<file path="src/rtl/rti_pkg.sv">
// Shared constants and types for the ray/triangle intersection core.
package rti_pkg;

  localparam int unsigned DIST_W = 32;
  localparam int unsigned T_FRAC = 16;
  localparam int unsigned IDX_W  = 8;
  localparam int unsigned EPS_W  = 32;

  localparam logic [IDX_W-1:0] REG_VERTEX_A    = 8'd0;
  localparam logic [IDX_W-1:0] REG_VERTEX_B    = 8'd1;
  localparam logic [IDX_W-1:0] REG_VERTEX_C    = 8'd2;
  localparam logic [IDX_W-1:0] REG_DET_EPSILON = 8'd3;

  localparam logic [DIST_W-1:0] DIST_SAT_POS = 32'h7FFF_FFFF;
  localparam logic [DIST_W-1:0] DIST_SAT_NEG = 32'h8000_0000;

  typedef struct packed {
    logic hit;
    logic tneg;
    logic ovf;
  } rti_flags_t;

endpackage

</file>
<file path="src/rtl/rti_div_step.sv">
// One restoring-division stage: one quotient bit per request.
module rti_div_step #(
  parameter int unsigned W = 16
) (
  input  logic                       clk,
  input  logic                       rst_n,
  input  logic                       in_valid,
  output logic                       in_ready,
  input  logic [3*W+5:0]             in_rem,
  input  logic [3*W+5:0]             in_den,
  input  logic [rti_pkg::DIST_W-1:0] in_word,
  input  rti_pkg::rti_flags_t        in_flags,
  output logic                       out_valid,
  input  logic                       out_ready,
  output logic [3*W+5:0]             out_rem,
  output logic [3*W+5:0]             out_den,
  output logic [rti_pkg::DIST_W-1:0] out_word,
  output rti_pkg::rti_flags_t        out_flags
);

  localparam int unsigned SW = 3 * W + 6;
  localparam int unsigned DW = rti_pkg::DIST_W;

  logic                v_r;
  logic [SW-1:0]       rem_r, den_r, rem_nxt;
  logic [DW-1:0]       word_r;
  rti_pkg::rti_flags_t flags_r;
  logic [SW:0]         trial;
  logic                ge;

  assign in_ready = !v_r || out_ready;

  always_comb begin
    trial   = {in_rem, in_word[DW-1]};
    ge      = trial >= {1'b0, in_den};
    rem_nxt = ge ? SW'(trial - {1'b0, in_den}) : trial[SW-1:0];
  end

  always_ff @(posedge clk) begin
    if (!rst_n) begin
      v_r <= 1'b0;
    end else if (in_ready) begin
      v_r <= in_valid;
    end
  end

  always_ff @(posedge clk) begin
    if (in_ready) begin
      rem_r   <= rem_nxt;
      den_r   <= in_den;
      word_r  <= {in_word[DW-2:0], ge};
      flags_r <= in_flags;
    end
  end

  assign out_valid = v_r;
  assign out_rem   = rem_r;
  assign out_den   = den_r;
  assign out_word  = word_r;
  assign out_flags = flags_r;

endmodule

</file>
<file path="config.mk">
export PLATFORM = sky130hd
export DESIGN_NAME = rti_div_step
export DESIGN_NICKNAME = d
export VERILOG_FILES = /design/src/rtl/rti_pkg.sv /design/src/rtl/rti_div_step.sv
export SDC_FILE = /design/constraint.sdc
export NUM_CORES = 1
export LEC_CHECK = 0
export BUFFER_PORTS_ARGS = -buffer_cell sky130_fd_sc_hd__buf_2
export CAP_MARGIN = 30
export CORE_MARGIN = 2
export CORE_UTILIZATION = 51
export DETAILED_ROUTE_END_ITERATION = 16
export PLACE_DENSITY = 0.78
export SYNTH_ARGS = -nofsm -noshare
export SYNTH_HDL_FRONTEND = slang
export SYNTH_SLANG_ARGS = --single-unit
export TNS_END_PERCENT = 20
</file>
<file path="constraint.sdc">
create_clock -name clk -period 4.6 [get_ports clk]
set_input_delay 0 -clock clk [delete_from_list [all_inputs] [get_ports clk]]
set_output_delay 0 -clock clk [all_outputs]
set_load 0.03 [all_outputs]
</file>
* After elaboration in Yosys (flattened, before gate mapping)
Cells that the tools add are included.
** Word-level totals
- Logic and storage cells :: 12
- Bits in latches :: 0
- Memories :: 0
- Memory bits (writable) :: 0
- ROM bits :: 0
- Bits in registers :: 144
** Operators by class
- Div/mod/pow operators :: 0
- $add $sub $neg :: 1
- Mux-type cells :: 1
- Magnitude comparators :: 1
- Bitwise gates (word level) :: 0
- Shift operators :: 0
- Eq/ne operators :: 0
- Multipliers :: 0
- Reduce and logical (&&, ||, !) cells :: 2
** Operator list (number)
- >= comparator 55 x 54 -> 1 bit :: 1
- two-way mux 54 bit :: 1
- subtractor 54 bit :: 1
- logical NOT 1 bit :: 1
- logical OR 1 bit :: 1

* Longest topological paths before layout
- Depth in word-level cells :: 2
- Mapped depth :: 14

* Worst setup path before layout
Ideal clock, no wire load.
- Kind :: register to register
- From :: reg v_r (netlist: out_valid)
- To :: reg v_r (netlist: out_valid)
- Data arrival time :: 4.301 ns
- Setup slack :: -0.031 ns
- Buffers on the path :: 0
- Clock period less this slack :: 4.631 ns
- Cell stages (with the launch flop) :: 3
- Cells stage by stage :: dfxtp_1 > nand2b_1 > a21boi_0
** Between the ends
- Longest elaborated chain between the ends :: 2
** Ends and longest elaborated chain
- start: declaration :: RTL line rti_div_step.sv:24 : logic v_r;
- start signal: assignment :: RTL line rti_div_step.sv:43 : v_r <= in_valid;
- logical NOT 1 bit :: RTL line rti_div_step.sv:31 : assign in_ready = !v_r || out_ready;
- logical OR 1 bit :: RTL line rti_div_step.sv:31
- named net in_ready :: RTL line rti_div_step.sv:8 : output logic in_ready,
The timed path passes the listed nets, and every way through them passes these cells.
A chain may end at the register's enable or synchronous reset.

* Final worst setup path
- From :: in in_den[2]
- To :: reg rem_r[30] (netlist: out_rem[30]), data pin
** Between the ends
- Longest elaborated chain between the ends :: 2
- Elaborated cells on any way between the ends :: 3
- Those cells by class :: add/sub: 1; order compare: 1; mux: 1
** Ends and longest elaborated chain
- start: declaration :: RTL line rti_div_step.sv:10 : input logic [3*W+5:0] in_den,
- subtractor 54 bit / >= comparator 55 x 54 -> 1 bit (equally long branches) :: RTL line rti_div_step.sv:36, rti_div_step.sv:35
- two-way mux 54 bit * :: RTL line rti_div_step.sv:36 : rem_nxt = ge ? SW'(trial - {1'b0, in_den}) : trial[SW-1:0];
- named net rem_nxt[30] :: RTL line rti_div_step.sv:25 : logic [SW-1:0] rem_r, den_r, rem_nxt;
- end signal: assignment :: RTL line rti_div_step.sv:49 : rem_r <= rem_nxt;
- end: declaration :: RTL line rti_div_step.sv:25
Mark *: on every way through the listed nets, which the timed path passes. The rest lies on a longest branch.

==> impl_metrics.yaml <==
die:
  core-area_um2: 16300
  row_count: 47
  die_w_um: 133
  fp.dieArea_um2: 17600
  die_h_um: 133
  start_util_pct: 51.6
  boundaryPins: 292
clock_tree:
  clock-sinks: 144
  cts_tree: "yes"
  cts_buffers: 17
  clock_path_buffers: 2
  cts_root_buf: "clkbuf_16"
  insertion_delay_ns: 0.42
  clk_pin_slew_worst_paths_ns: 0.07
  cts.repair.resized: 0
  htree_levels: 4
sta:
  hold_slack_ns: 0.283
  tns_ns: 0
  min_period_ns: 3.43
  finClkSkew_ns: 0.00893
  clock.fmax_mhz: 291
  rsz0062_at_grt: "false"
  slew_headroom_pct: 41.3
  slew_violations: 0
  hold_violations: 0
  tightest_slew_ns: 0.881
  fin_crit_sh_pct: 74.6
  finalSetupViolCount: 0
detailed_routing:
  via_per_inst: 5.32
  wire_per_inst_um: 17.0
  drcViolationCount: 0
  ant_nets: 0
  drt-pass1-iter-count: 5
  vias: 7817
  drtIter0Drc: 484
  wl_um: 25000
cells_and_area:
  layout-drive-gt1-share_pct: 28.0
  antennaDiodeCount: 0
  multi_input_area_um2: 3710
  layout.nets: 1438
  instances_no_fill: 1469
  final_core_util_pct: 73.9
  fillerInstances: 1178
  regArea_um2: 4310
  syn2layout_area_growth_pct: 43.1
logic_synthesis:
  synth_top_area_share_pct: 50.9
  synth_area_leaders: "edfxtp_1 51%, ha_1 8.0%, nand2_1 4.2%, o21ai_0 4.2%, a21oi_1 3.5%"
  synth.distinct_cells: 66
  syn_area_um2: 8440
  ys_warn_count: 0
  synth_common_cells: "143 x edfxtp_1, 95 x nand2_1, 72 x inv_1"
  avgSynthCellArea_um2: 10.5
  ys_seq_area_share_pct: 51.1
  syn-num-nets: 1009
  synth-seq-cells: 144
  yosysMostFrequentCell: "edfxtp_1"
  synth_ff_type: "edfxtp_1"
  synth_cells: 807
  yosysTopAreaCell: "edfxtp_1"
  async_reset_ff_share_pct: 0
  synth_edf_count: 143
status:
  status: "complete, no violations"
critical_path:
  critical_path_class: "in2reg"
  cp_max_fo: 27
  start_kind: "input port"
  worstRegToRegCells: 3
  cp-end-kind: "register"
  startpoint: "in_den[2]"
  crit-reg2reg-launch: "out_valid$_SDFFE_PN0P_"
  required_ns: 4.74
  crit_arrival_ns: 3.57
place:
  place_inst: 1293
  gp_congestion: 0.910
  dpl.hpwl_um: 17200
  io_buffers: 291
global_routing:
  gr-usage-all-layers_pct: 28.6
  grt-ovfl-total: 0
  grt_pass1_wl_um: 39900
  grt_pass1_vias: 7889
  grt_max_degree: 86
  antenna_found_initial: 0
hold_path:
  hold_depth: 2
  hp-class: "in2reg"
  holdCritStartpoint: "in_word[21]"
power:
  power_density_nw_per_um2: 355
  max-vdd-ir-drop_uv: 249
  leakagePower_nw: 5.47
run:
  drv_cap: 0
cell type report:
| class | instances | area share, % |
|---|---|---|
| clock buffer | 18 | 3.55 |
| multi-input combinational | 560 | 30.7 |
| inverter | 73 | 2.27 |
| clock inverter | 14 | 1.02 |
| timing repair buffer | 440 | 24.4 |
| sequential | 144 | 35.7 |
| tap | 220 | 2.28 |
kinds of logic after synthesis:
| family | Yosys count | synth area share (%) |
|---|---|---|
| DFF | 144 | 51.1 |
| muxes | 3 | 0.385 |
| buffers and inverters | 103 | 5.00 |
| adders and majority gates | 55 | 8.24 |
| AOI/OAI and AO/OA | 229 | 17.9 |
| xor gates and xnor gates | 45 | 4.67 |
| and+or+nand+nor | 228 | 12.7 |
cells in the final DEF, fill, tap and decap left out, types with 4 or more instances in the layout:
cell	instances
inv_1	72
or3_1	4
xnor2_1	23
a21o_1	27
xor2_1	22
buf_2	291
nor3b_1	4
o21bai_1	11
o41ai_2	4
and3_1	7
o21ai_1	5
nand2_1	95
a21oi_1	59
a31oi_1	9
inv_6	5
buf_4	4
nor2b_1	5
ha_1	54
a21boi_0	6
o21ai_0	71
o21a_1	4
clkbuf_16	17
clkinvlp_4	4
dlygate4sd3_1	144
nand4_1	19
edfxtp_1	143
nor2_1	44
nand2b_1	6
nor3_1	18
nand3_1	10
registers in the layout, summed over array words and instances (netlist names):
name       cells
out_word      32
out_rem       54
out_valid      1
out_den       54
out_flags      3
routing by layer:
layer / vias to the layer above / share of wire (%) / global-route usage (%)
met2: 309 / 51 / 50.5
met1: 3652 / 40 / 34.3
met4: 0 / 2.5 / 10.8
li1: 3807 / - / -
met5: - / 0 / 0
met3: 49 / 6.2 / 6.25
critical path, cell delays in order:
cell and delay [ns]:
dlygate4sd3_1 0.53, buf_2 0.12, inv_1 0.04, ha_1 0.34, nor2_1 0.14, a211oi_2 0.08, o41ai_2 0.54, o21ai_2 0.22
a21oi_2 0.24, a21oi_4 0.10, a31oi_4 0.66, buf_4 0.37, o21ai_0 0.17
where the power goes:
part | switching [mW] | total (mW) | internal (mW) | leakage [nW]
combinational | 0.847 | 1.31 | 0.466 | 3.71
sequential | 0.0408 | 1.68 | 1.64 | 1.50
clock | 0.586 | 1.29 | 0.707 | 0.258
total | 1.47 | 4.28 | 2.81 | 5.47
worst paths after layout:
path                                 end  slack (ns)
hold reg to reg    out_word[9]$_DFFE_PP_        1.19
hold / removal    out_word[22]$_DFFE_PP_        0.28
setup reg to reg  out_valid$_SDFFE_PN0P_        2.68
setup / recovery   out_rem[30]$_DFFE_PP_        1.17
metrics by stage:
| step | total power, mW | setup WS, ns | area, um^2 |
|---|---|---|---|
| 5_1_grt | 4.46 | 0.910 | 12100 |
| 2_1_floorplan | 2.53 | 1.82 | 8440 |
| 3_5_place_dp | 2.89 | 1.33 | 10100 |
| 6_report | 4.28 | 1.17 | 12100 |
| 4_1_cts | 4.28 | 1.23 | 12100 |
| 3_3_place_gp | 2.87 | 1.38 | 10100 |
repair_timing:
action	in CTS	in global routing
buffers inserted	0	0
hold buffers	144	0
hold endpoints to repair	143	0
endpoints found under the setup margin	0	0
Note: power is estimated with default switching activity, not from simulation.
